File: src/rtl/lscp_pkg.sv
package lscp_pkg;

    // fixed field widths of the request and result channels
    localparam int SENSOR_W = 3;
    localparam int SAMPLE_W = 12;
    localparam int LEVEL_W  = 10;
    localparam int POS_W    = 13;

    // running sums and quotient width of the shared divider
    localparam int WSUM_W   = 26;
    localparam int LSUM_W   = 13;
    localparam int QUOT_W   = 16;

    localparam logic CMD_CALIB = 1'b0;

    localparam logic [LEVEL_W-1:0] FULL_SCALE = 10'd1000;

    typedef struct packed {
        logic                command;
        logic [SENSOR_W-1:0] sensor_index;
        logic [SAMPLE_W-1:0] sample;
        logic                scan_last;
    } item_t;

    typedef struct packed {
        logic [SENSOR_W-1:0] sensor_number;
        logic [SAMPLE_W-1:0] calib_max;
        logic [SAMPLE_W-1:0] calib_min;
        logic [LEVEL_W-1:0]  level;
        logic                uncalibrated;
        logic [POS_W-1:0]    position;
        logic                position_valid;
    } result_t;

endpackage

File: src/rtl/lscp_item_if.sv
interface lscp_item_if;
    import lscp_pkg::*;

    logic  valid;
    logic  ready;
    item_t payload;

    modport source (output valid, output payload, input ready);
    modport sink (input valid, input payload, output ready);
endinterface

File: src/rtl/lscp_result_if.sv
interface lscp_result_if;
    import lscp_pkg::*;

    logic    valid;
    logic    ready;
    result_t payload;

    modport source (output valid, output payload, input ready);
    modport sink (input valid, input payload, output ready);
endinterface

File: src/rtl/lscp_mul.sv
// shift-add multiplier, one bit of b per cycle; done pulses with product valid
module lscp_mul #(
    parameter int A_W = 13,
    parameter int B_W = 10,
    parameter int P_W = 26
) (
    input  logic           clk,
    input  logic           rst_n,
    input  logic           start,
    input  logic [A_W-1:0] a,
    input  logic [B_W-1:0] b,
    output logic           done,
    output logic [P_W-1:0] prod
);
    localparam int CNT_W = (B_W > 1) ? $clog2(B_W) : 1;

    logic             busy_reg, busy_next;
    logic             done_reg, done_next;
    logic [CNT_W-1:0] cnt_reg, cnt_next;
    logic [P_W-1:0]   acc_reg, acc_next;
    logic [P_W-1:0]   a_reg, a_next;
    logic [B_W-1:0]   b_reg, b_next;

    always_comb
    begin
        busy_next = busy_reg;
        done_next = 1'b0;
        cnt_next  = cnt_reg;
        acc_next  = acc_reg;
        a_next    = a_reg;
        b_next    = b_reg;
        if (start)
        begin
            busy_next = 1'b1;
            cnt_next  = '0;
            acc_next  = '0;
            a_next    = P_W'(a);
            b_next    = b;
        end
        else if (busy_reg)
        begin
            if (b_reg[0])
            begin
                acc_next = acc_reg + a_reg;
            end
            a_next   = {a_reg[P_W-2:0], 1'b0};
            b_next   = b_reg >> 1;
            cnt_next = cnt_reg + 1'b1;
            if (cnt_reg == CNT_W'(B_W - 1))
            begin
                busy_next = 1'b0;
                done_next = 1'b1;
            end
        end
    end

    always_ff @(posedge clk or negedge rst_n)
    begin
        if (!rst_n)
        begin
            busy_reg <= 1'b0;
            done_reg <= 1'b0;
        end
        else
        begin
            busy_reg <= busy_next;
            done_reg <= done_next;
        end
    end

    always_ff @(posedge clk)
    begin
        cnt_reg <= cnt_next;
        acc_reg <= acc_next;
        a_reg   <= a_next;
        b_reg   <= b_next;
    end

    assign done = done_reg;
    assign prod = acc_reg;
endmodule

File: src/rtl/lscp_div.sv
// radix-2 restoring divider, one quotient bit per cycle
// needs num < den * 2**Q_W; done pulses with quotient valid
module lscp_div #(
    parameter int N_W = 26,
    parameter int D_W = 13,
    parameter int Q_W = 16
) (
    input  logic           clk,
    input  logic           rst_n,
    input  logic           start,
    input  logic [N_W-1:0] num,
    input  logic [D_W-1:0] den,
    output logic           done,
    output logic [Q_W-1:0] quot
);
    localparam int CNT_W = $clog2(Q_W);

    logic             busy_reg, busy_next;
    logic             done_reg, done_next;
    logic [CNT_W-1:0] cnt_reg, cnt_next;
    logic [D_W:0]     rem_reg, rem_next;
    logic [Q_W-1:0]   nq_reg, nq_next;
    logic [D_W-1:0]   den_reg, den_next;
    logic [D_W:0]     trial;
    logic             fits;

    assign trial = {rem_reg[D_W-1:0], nq_reg[Q_W-1]};
    assign fits  = (trial >= {1'b0, den_reg});

    always_comb
    begin
        busy_next = busy_reg;
        done_next = 1'b0;
        cnt_next  = cnt_reg;
        rem_next  = rem_reg;
        nq_next   = nq_reg;
        den_next  = den_reg;
        if (start)
        begin
            busy_next = 1'b1;
            cnt_next  = '0;
            rem_next  = (D_W + 1)'(num >> Q_W);
            nq_next   = num[Q_W-1:0];
            den_next  = den;
        end
        else if (busy_reg)
        begin
            rem_next = fits ? (trial - {1'b0, den_reg}) : trial;
            nq_next  = {nq_reg[Q_W-2:0], fits};
            cnt_next = cnt_reg + 1'b1;
            if (cnt_reg == CNT_W'(Q_W - 1))
            begin
                busy_next = 1'b0;
                done_next = 1'b1;
            end
        end
    end

    always_ff @(posedge clk or negedge rst_n)
    begin
        if (!rst_n)
        begin
            busy_reg <= 1'b0;
            done_reg <= 1'b0;
        end
        else
        begin
            busy_reg <= busy_next;
            done_reg <= done_next;
        end
    end

    always_ff @(posedge clk)
    begin
        cnt_reg <= cnt_next;
        rem_reg <= rem_next;
        nq_reg  <= nq_next;
        den_reg <= den_next;
    end

    assign done = done_reg;
    assign quot = nq_reg;
endmodule

File: src/rtl/line_sensor_calibrated_position.sv
// Line sensor position estimator. A calibration request (command 0) widens the
// stored min/max of one sensor in the cycle it is taken and gives no result.
// A measurement request (command 1) gives one result: the sensor's calibration
// range and its level, 1000 minus the reading scaled to 0..1000 over that
// range (0 for an uncalibrated sensor). Levels are summed, plain and weighted
// by index*1000, over a scan; the request marked scan_last also returns
// position = weighted/plain sum and clears both sums. A measurement skips the
// scaling when the level is fixed by clamping (reading outside the range, flat
// range, uncalibrated sensor). The work is done by the bit-serial shift-add
// multiplier (10 steps, used for the *1000 scaling and the weighting) and the
// radix-2 divider (16 steps, used for normalizing and for the position). One
// request is in work at a time; a finished result waits in the output register
// while the next request is taken.
module line_sensor_calibrated_position #(
    parameter int SENSORS     = 8,
    parameter int SAMPLE_BITS = 12
) (
    input  logic          clk,
    input  logic          rst_n,
    lscp_item_if.sink     item,
    lscp_result_if.source result
);
    import lscp_pkg::*;

    localparam int SW     = SAMPLE_BITS;
    localparam int ADDR_W = $clog2(SENSORS);
    localparam int EXT_W  = ADDR_W + SENSOR_W;
    localparam int DEN_W  = (SW > LSUM_W) ? SW : LSUM_W;
    localparam int NUM_W  = (SW + LEVEL_W > WSUM_W) ? SW + LEVEL_W : WSUM_W;
    localparam logic [QUOT_W-1:0] POS_MAX = QUOT_W'((SENSORS - 1) * 1000);

    // sequencer codes
    localparam logic [3:0] ST_IDLE   = 4'd0;
    localparam logic [3:0] ST_PREP   = 4'd1;  // classify reading against range
    localparam logic [3:0] ST_MUL1   = 4'd2;  // (reading - min) * 1000
    localparam logic [3:0] ST_DIV1   = 4'd3;  // ... / (max - min)
    localparam logic [3:0] ST_WEIGHT = 4'd4;  // kick level * index*1000
    localparam logic [3:0] ST_MUL2   = 4'd5;
    localparam logic [3:0] ST_DIV2   = 4'd6;  // weighted sum / level sum
    localparam logic [3:0] ST_DONE   = 4'd7;  // hand result to output reg

    logic [3:0] state_reg, state_next;

    // calibration stores
    logic [SW-1:0] min_reg  [SENSORS];
    logic [SW-1:0] max_reg  [SENSORS];
    logic          seen_reg [SENSORS];

    logic [WSUM_W-1:0] wsum_reg, wsum_next;
    logic [LSUM_W-1:0] lsum_reg, lsum_next;

    // request in work
    logic [SENSOR_W-1:0] idx_reg, idx_next;
    logic [SW-1:0]       smp_reg, smp_next;
    logic                last_reg, last_next;
    logic [SW-1:0]       lo_reg, lo_next;
    logic [SW-1:0]       hi_reg, hi_next;
    logic                uncal_reg, uncal_next;
    logic [LEVEL_W-1:0]  lev_reg, lev_next;
    logic [POS_W-1:0]    pos_reg, pos_next;

    logic    res_valid_reg, res_valid_next;
    result_t res_reg, res_next;

    // request decode
    logic                item_fire;
    logic [EXT_W-1:0]    idx_ext;
    logic [ADDR_W-1:0]   addr;
    logic                in_range;
    logic [SW-1:0]       smp_in;
    logic                calib_wr;

    // shared units
    logic             mul_start, mul_done;
    logic [DEN_W-1:0] mul_a;
    logic [LEVEL_W-1:0] mul_b;
    logic [NUM_W-1:0] mul_prod;
    logic             div_start, div_done;
    logic [NUM_W-1:0] div_num;
    logic [DEN_W-1:0] div_den;
    logic [QUOT_W-1:0] div_quot;

    // saturating sum update
    logic [WSUM_W:0]   wsum_add;
    logic [LSUM_W:0]   lsum_add;
    logic [WSUM_W-1:0] wsum_sat;
    logic [LSUM_W-1:0] lsum_sat;
    logic [POS_W-1:0]  weight;
    logic              res_load;

    assign item.ready = (state_reg == ST_IDLE);
    assign item_fire  = item.valid && item.ready;
    assign idx_ext    = EXT_W'(item.payload.sensor_index);
    assign addr       = idx_ext[ADDR_W-1:0];
    assign in_range   = (idx_ext < EXT_W'(SENSORS));
    assign smp_in     = SW'(item.payload.sample);
    assign calib_wr   = item_fire && (item.payload.command == CMD_CALIB) && in_range;

    assign weight   = POS_W'(idx_reg) * POS_W'(FULL_SCALE);
    assign wsum_add = {1'b0, wsum_reg} + (WSUM_W + 1)'(mul_prod);
    assign lsum_add = {1'b0, lsum_reg} + (LSUM_W + 1)'(lev_reg);
    assign wsum_sat = wsum_add[WSUM_W] ? '1 : wsum_add[WSUM_W-1:0];
    assign lsum_sat = lsum_add[LSUM_W] ? '1 : lsum_add[LSUM_W-1:0];

    always_comb
    begin
        state_next = state_reg;
        wsum_next  = wsum_reg;
        lsum_next  = lsum_reg;
        idx_next   = idx_reg;
        smp_next   = smp_reg;
        last_next  = last_reg;
        lo_next    = lo_reg;
        hi_next    = hi_reg;
        uncal_next = uncal_reg;
        lev_next   = lev_reg;
        pos_next   = pos_reg;
        mul_start  = 1'b0;
        mul_a      = DEN_W'(smp_reg - lo_reg);
        mul_b      = FULL_SCALE;
        div_start  = 1'b0;
        div_num    = mul_prod;
        div_den    = DEN_W'(hi_reg - lo_reg);
        res_load   = 1'b0;

        case (state_reg)
            ST_IDLE:
            begin
                if (item_fire && (item.payload.command != CMD_CALIB))
                begin
                    idx_next   = item.payload.sensor_index;
                    smp_next   = smp_in;
                    last_next  = item.payload.scan_last;
                    // out-of-range index reads as an untouched sensor
                    lo_next    = in_range ? min_reg[addr] : '1;
                    hi_next    = in_range ? max_reg[addr] : '0;
                    uncal_next = !(in_range && seen_reg[addr]);
                    state_next = ST_PREP;
                end
            end
            ST_PREP:
            begin
                state_next = ST_WEIGHT;
                if (uncal_reg)
                begin
                    lev_next = '0;
                end
                else if (hi_reg <= lo_reg)
                begin
                    lev_next = (smp_reg >= lo_reg) ? '0 : FULL_SCALE;
                end
                else if (smp_reg < lo_reg)
                begin
                    lev_next = FULL_SCALE;
                end
                else if (smp_reg >= hi_reg)
                begin
                    lev_next = '0;
                end
                else
                begin
                    // inside the range (min <= reading < max): quotient stays below 1000
                    mul_start  = 1'b1;
                    state_next = ST_MUL1;
                end
            end
            ST_MUL1:
            begin
                if (mul_done)
                begin
                    div_start  = 1'b1;
                    state_next = ST_DIV1;
                end
            end
            ST_DIV1:
            begin
                if (div_done)
                begin
                    lev_next   = FULL_SCALE - div_quot[LEVEL_W-1:0];
                    state_next = ST_WEIGHT;
                end
            end
            ST_WEIGHT:
            begin
                mul_start  = 1'b1;
                mul_a      = DEN_W'(weight);
                mul_b      = lev_reg;
                state_next = ST_MUL2;
            end
            ST_MUL2:
            begin
                div_num = NUM_W'(wsum_sat);
                div_den = DEN_W'(lsum_sat);
                if (mul_done)
                begin
                    pos_next   = '0;
                    state_next = ST_DONE;
                    if (last_reg)
                    begin
                        wsum_next = '0;
                        lsum_next = '0;
                        if (lsum_sat != '0)
                        begin
                            div_start  = 1'b1;
                            state_next = ST_DIV2;
                        end
                    end
                    else
                    begin
                        wsum_next = wsum_sat;
                        lsum_next = lsum_sat;
                    end
                end
            end
            ST_DIV2:
            begin
                if (div_done)
                begin
                    pos_next   = (div_quot > POS_MAX) ? POS_W'(POS_MAX)
                                                      : POS_W'(div_quot);
                    state_next = ST_DONE;
                end
            end
            ST_DONE:
            begin
                if (!res_valid_reg || result.ready)
                begin
                    res_load   = 1'b1;
                    state_next = ST_IDLE;
                end
            end
            default:
            begin
                state_next = ST_IDLE;
            end
        endcase
    end

    always_comb
    begin
        res_next                = res_reg;
        res_valid_next          = res_valid_reg && !result.ready;
        if (res_load)
        begin
            res_valid_next          = 1'b1;
            res_next.sensor_number  = idx_reg;
            res_next.calib_max      = SAMPLE_W'(hi_reg);
            res_next.calib_min      = SAMPLE_W'(lo_reg);
            res_next.level          = lev_reg;
            res_next.uncalibrated   = uncal_reg;
            res_next.position       = pos_reg;
            res_next.position_valid = last_reg;
        end
    end

    always_ff @(posedge clk or negedge rst_n)
    begin
        if (!rst_n)
        begin
            state_reg     <= ST_IDLE;
            res_valid_reg <= 1'b0;
            wsum_reg      <= '0;
            lsum_reg      <= '0;
            for (int i = 0; i < SENSORS; i++)
            begin
                min_reg[i]  <= '1;
                max_reg[i]  <= '0;
                seen_reg[i] <= 1'b0;
            end
        end
        else
        begin
            state_reg     <= state_next;
            res_valid_reg <= res_valid_next;
            wsum_reg      <= wsum_next;
            lsum_reg      <= lsum_next;
            if (calib_wr)
            begin
                if (smp_in < min_reg[addr])
                begin
                    min_reg[addr] <= smp_in;
                end
                if (smp_in > max_reg[addr])
                begin
                    max_reg[addr] <= smp_in;
                end
                seen_reg[addr] <= 1'b1;
            end
        end
    end

    always_ff @(posedge clk)
    begin
        idx_reg   <= idx_next;
        smp_reg   <= smp_next;
        last_reg  <= last_next;
        lo_reg    <= lo_next;
        hi_reg    <= hi_next;
        uncal_reg <= uncal_next;
        lev_reg   <= lev_next;
        pos_reg   <= pos_next;
        res_reg   <= res_next;
    end

    assign result.valid   = res_valid_reg;
    assign result.payload = res_reg;

    lscp_mul #(
        .A_W (DEN_W),
        .B_W (LEVEL_W),
        .P_W (NUM_W)
    ) u_mul (
        .clk   (clk),
        .rst_n (rst_n),
        .start (mul_start),
        .a     (mul_a),
        .b     (mul_b),
        .done  (mul_done),
        .prod  (mul_prod)
    );

    lscp_div #(
        .N_W (NUM_W),
        .D_W (DEN_W),
        .Q_W (QUOT_W)
    ) u_div (
        .clk   (clk),
        .rst_n (rst_n),
        .start (div_start),
        .num   (div_num),
        .den   (div_den),
        .done  (div_done),
        .quot  (div_quot)
    );
endmodule
File: src/flat_wrapper.sv
// flat-port wrapper written by rule: the top's interface ports become plain ports
module line_sensor_calibrated_position_flat import lscp_pkg::*;
#(
    parameter int SENSORS     = 8,
    parameter int SAMPLE_BITS = 12
)
  (clk, rst_n, item_valid, item_payload, item_ready, result_valid, result_payload, result_ready);
  lscp_item_if item_i ();
  lscp_result_if result_i ();
  input  logic clk;
  input  logic rst_n;
  input wire logic [$bits(item_i.valid)-1:0] item_valid;
  input wire logic [$bits(item_i.payload)-1:0] item_payload;
  output wire logic [$bits(item_i.ready)-1:0] item_ready;
  output wire logic [$bits(result_i.valid)-1:0] result_valid;
  output wire logic [$bits(result_i.payload)-1:0] result_payload;
  input wire logic [$bits(result_i.ready)-1:0] result_ready;
  assign item_i.valid = item_valid;
  assign item_i.payload = item_payload;
  assign item_ready = item_i.ready;
  assign result_valid = result_i.valid;
  assign result_payload = result_i.payload;
  assign result_i.ready = result_ready;
  line_sensor_calibrated_position #(.SENSORS(SENSORS), .SAMPLE_BITS(SAMPLE_BITS)) u_core (.clk(clk), .rst_n(rst_n), .item(item_i), .result(result_i));
endmodule
File: config.mk
export PLATFORM = sky130hd
export DESIGN_NAME = line_sensor_calibrated_position_flat
export DESIGN_NICKNAME = d
export VERILOG_FILES = /design/src/rtl/lscp_pkg.sv /design/src/rtl/lscp_item_if.sv /design/src/rtl/lscp_result_if.sv /design/src/rtl/lscp_mul.sv /design/src/rtl/lscp_div.sv /design/src/rtl/line_sensor_calibrated_position.sv /design/src/flat_wrapper.sv
export SDC_FILE = /design/constraint.sdc
export NUM_CORES = 1
export LEC_CHECK = 0
export BUFFER_PORTS_ARGS = -buffer_cell sky130_fd_sc_hd__clkbuf_2
export CAP_MARGIN = 20
export CORE_MARGIN = 2
export CORE_UTILIZATION = 60
export DETAILED_ROUTE_END_ITERATION = 6
export GPL_TIMING_DRIVEN = 1
export PLACE_DENSITY = 0.86
export SETUP_SLACK_MARGIN = 0.02
export SYNTH_ARGS = -nofsm -noshare
export SYNTH_HDL_FRONTEND = slang
export SYNTH_SLANG_ARGS = --single-unit
File: constraint.sdc
create_clock -name clk -period 5 [get_ports clk]
set_input_delay 1 -clock clk [delete_from_list [all_inputs] [get_ports clk]]
set_output_delay 1 -clock clk [all_outputs]
set_load 0.01 [all_outputs]
==> results by group <==
Outcome
  • Status: finished clean

Power
  • VDD IR-drop max: between 200 and 300 uV
  • Combinational group share of total power: 0.021
  • Psw: between 1500 and 2000 uW
  • Cell Pwr Density: ~280 nW/um^2
  • Clk pwr share: 0.472
  • Switching Share: 0.220
  • Seq pwr share: 0.507
  • LEAKAGE: around 0.012 uW
  • Internal Pwr Total: about 6200 uW

Detailed routing
  • Total number of vias: between 15000 and 20000
  • Routed len/inst: about 23 um
  • Detailed-route DRC error count: 0
  • DRT iter0 DRCs: approximately 1800
  • TritonRoute pass-1 iters: 6
  • Routed WL: roughly 67000 um
  • Detail Route Antenna Nets: 0
  • Vias per cell: between 6 and 7

Setup path
  • Req. time, crit path: between 5000 and 6000 ps
  • Crit path DAT: 4950 ps
  • Worst setup EP type: register
  • Crit start category: input pin
  • CP Max Fanout: 22
  • Crit path kind: input pin to register

STA
  • Final Hold Viols: 0
  • Setup violators final: 0
  • Setup Skew: ~22 ps
  • Crit path time final: around 4400 ps
  • Worst slew margin: 0.266
  • Max Slew Vio Count: 0
  • Setup TNS Final: 0 ps
  • Final period utilization: 0.885
  • Worst-margin pin slew: around 1100 ps
  • RSZ-0062 raised after global routing: false
  • Fmax: about 230 MHz

Synthesis
  • Syn nets: between 2000 and 2500
  • Synth Warn #: 0
  • Post-Syn Instances: 2312
  • Mapped Avg Cell Area: roughly 11 um^2
  • Share of the synthesized area in the top cell type: 0.211
  • Cell Area, Synth: between 20000 and 30000 um^2
  • Unique masters post-synth: 78
  • Primary FF master, synth: edfxtp_1
  • Yosys reg bits: about 480
  • Area leader, netlist: edfxtp_1
  • Synth area leaders: edfxtp_1, dfrtp_1, dfstp_2, mux2_2, ha_1
  • Async S/R FF share, synth: 0.520
  • Sequential-to-total area share from yosys stat: 0.500
  • Post-synth EDFFs: between 150 and 200

Global route
  • Number of global-route vias before repair: 19300
  • Largest net degree at the start of global routing: 118
  • Antenna violations before repair: 0
  • First-pass GRT wire length: 105000 um
  • Total gr overflow: 0
  • GRT Util Overall: 0.306

Floorplanning
  • Core area: roughly 42000 um^2
  • Die ar.: between 40000 and 50000 um^2
  • Starting Density: 0.606
  • Row Count: 75
  • I/O pin cnt: 75
  • Die Wd: approximately 210 um
  • Die height: between 200 and 250 um

Layout
  • Share of cells above drive strength 1: 0.218
  • Multi-input logic area: 11900 um^2
  • Register area: 12600 um^2
  • Antenna Cells: 0
  • Fin util: 0.673
  • Total Nets Final: ~2600
  • Synth-to-Final Area Change: 11.0%
  • FILL cells: approximately 2900

Hold path
  • HP Class: input pin to async pin

Flow run
  • Max cap viols: 0

Clock network
  • Clock transition at path regs: ~60 ps
  • # clock sinks: roughly 480
  • Hold buffers post-CTS: 0
  • Total CTS buffers: 50
  • Clock root buffer: clkbuf_16
  • Post-CTS sizing: 0
  • Worst-skew pair later-pin latency: ~620 ps
  • Postcts setup bufs: 0
  • CTS tree: built
  • H-tree depth: 2
  • Bufs on Longest Clock Path: 3

Placement
  • GPL Wtd Cong: roughly 0.97
  • Port Buffers: 74
  • Placed wire-length estimate: between 40000 and 50000 um
[worst max-delay path, stage by stage]
cell	delay (ps)
clkbuf_2	240
nor2_1	190
and2_1	200
buf_4	330
a22oi_1	120
and4_1	240
ha_1	310
a21oi_1	150
nor2b_1	100
a311oi_1	340
a211o_1	150
nand3_1	310
or4_1	850
mux2_2	400
[kinds of logic (layout without fill, tap and decap cells)]
| group | after synthesis | after routing | share of synthesized area |
|---|---|---|---|
| DFF | 475 | 475 | 0.500 |
| AOI/OAI and AO/OA | 567 | 567 | 0.147 |
| xor gates and xnor gates | 87 | 87 | 0.0301 |
| buffers and inverters | 209 | 321 | 0.0331 |
| muxes | 221 | 221 | 0.0974 |
| and+or+nand+nor | 598 | 598 | 0.113 |
| adders and majority gates | 155 | 155 | 0.0796 |
[per-layer routing]
metal | up-vias | GRT usage | wire, um
met5 | - | 0 | 0
met4 | 0 | 0.156 | 3390
met3 | 227 | 0.0533 | 4830
met2 | 910 | 0.526 | 33000
met1 | 9405 | 0.371 | 25600
li1 | 8590 | - | -
[layout by cell type (no fill, tap or decap), drive strengths merged, types with 33 or more instances in the layout]
cell type / count
nand3: 33
clkbuf: 140
dfxtp: 50
dfrtp: 151
inv: 103
nand2: 194
o21ai: 126
nor2: 169
edfxtp: 178
dfstp: 96
xnor2: 55
buf: 54
a21oi: 121
nor3: 35
ha: 145
mux2: 192
a22oi: 94
a21o: 58
[final timing paths]
kind / from / to / slack, ps / depth (start not counted)
setup reg to reg: u_core.lev_reg[1]$_SDFFCE_PN0P_ / u_core.u_div.rem_reg[1]$_DFFE_PP_ / 890 / 12
min in group clk: u_core.pos_reg[10]$_SDFFCE_PN0P_ / u_core.result.payload[11]$_DFFE_PP_ / 430 / 0
hold reg to reg: u_core.pos_reg[10]$_SDFFCE_PN0P_ / u_core.result.payload[11]$_DFFE_PP_ / 430 / 0
setup / recovery: item_payload[14] / u_core.min_reg[21]$_DFFE_PN1P_ / 580 / 14
max in group asynchronous: rst_n / u_core.min_reg[63]$_DFFE_PN1P_ / 3370 / 2
hold / removal: rst_n / u_core.wsum_reg[20]$_DFFE_PN0P_ / 430 / 1
[final cells by class]
class                      instances  area share
sequential                       475       0.450
clock buffer                      67      0.0493
inverter                         100      0.0134
multi-input combinational       1628       0.423
timing repair buffer             127      0.0299
clock inverter                    27     0.00989
tap                              539      0.0240
[power by group through the flow]
stage,combinational [uW],sequential (uW),clock (uW)
global placement,160,4090,0
finish,169,4020,3740
global route,183,4020,3930
floorplan,56.8,4090,0
CTS,167,4020,3780
detailed placement,165,4090,0
[per-stage QoR]
step                      setup WS [ps]  cells  power (uW)  hold slack (ps)  cell area [um^2]
after floorplan                     329   2312        4150              400             25300
after global placement              332   2869        4250              406             26400
after detailed placement            217   2869        4260              405             26400
after CTS                           698   2963        7960              425             28100
after global routing                459   2963        8130              441             28100
final                               577   2963        7930              425             28100
[synthesized netlist by cell type, types with 13 or more instances]
master      n
dfrtp_1   151
nand4_1    20
mux2i_1    28
dfxtp_1    50
nor2b_1    24
edfxtp_1  178
nand2b_1   26
and4_1     24
ha_1      145
xor2_1     32
dfstp_2    96
a31oi_1    13
xnor2_1    55
inv_1      98
a21oi_1   121
a211oi_1   28
nand2_1   194
nor2_1    169
and3_1     13
o21ai_0   117
mux2_2    192
clkbuf_1   89
and2_1     13
a21o_1     58
nand3_1    33
o21a_1     18
a22oi_1    94
nor3_1     35
o21bai_1   18
No activity file was read; power rests on OpenSTA's default activity.
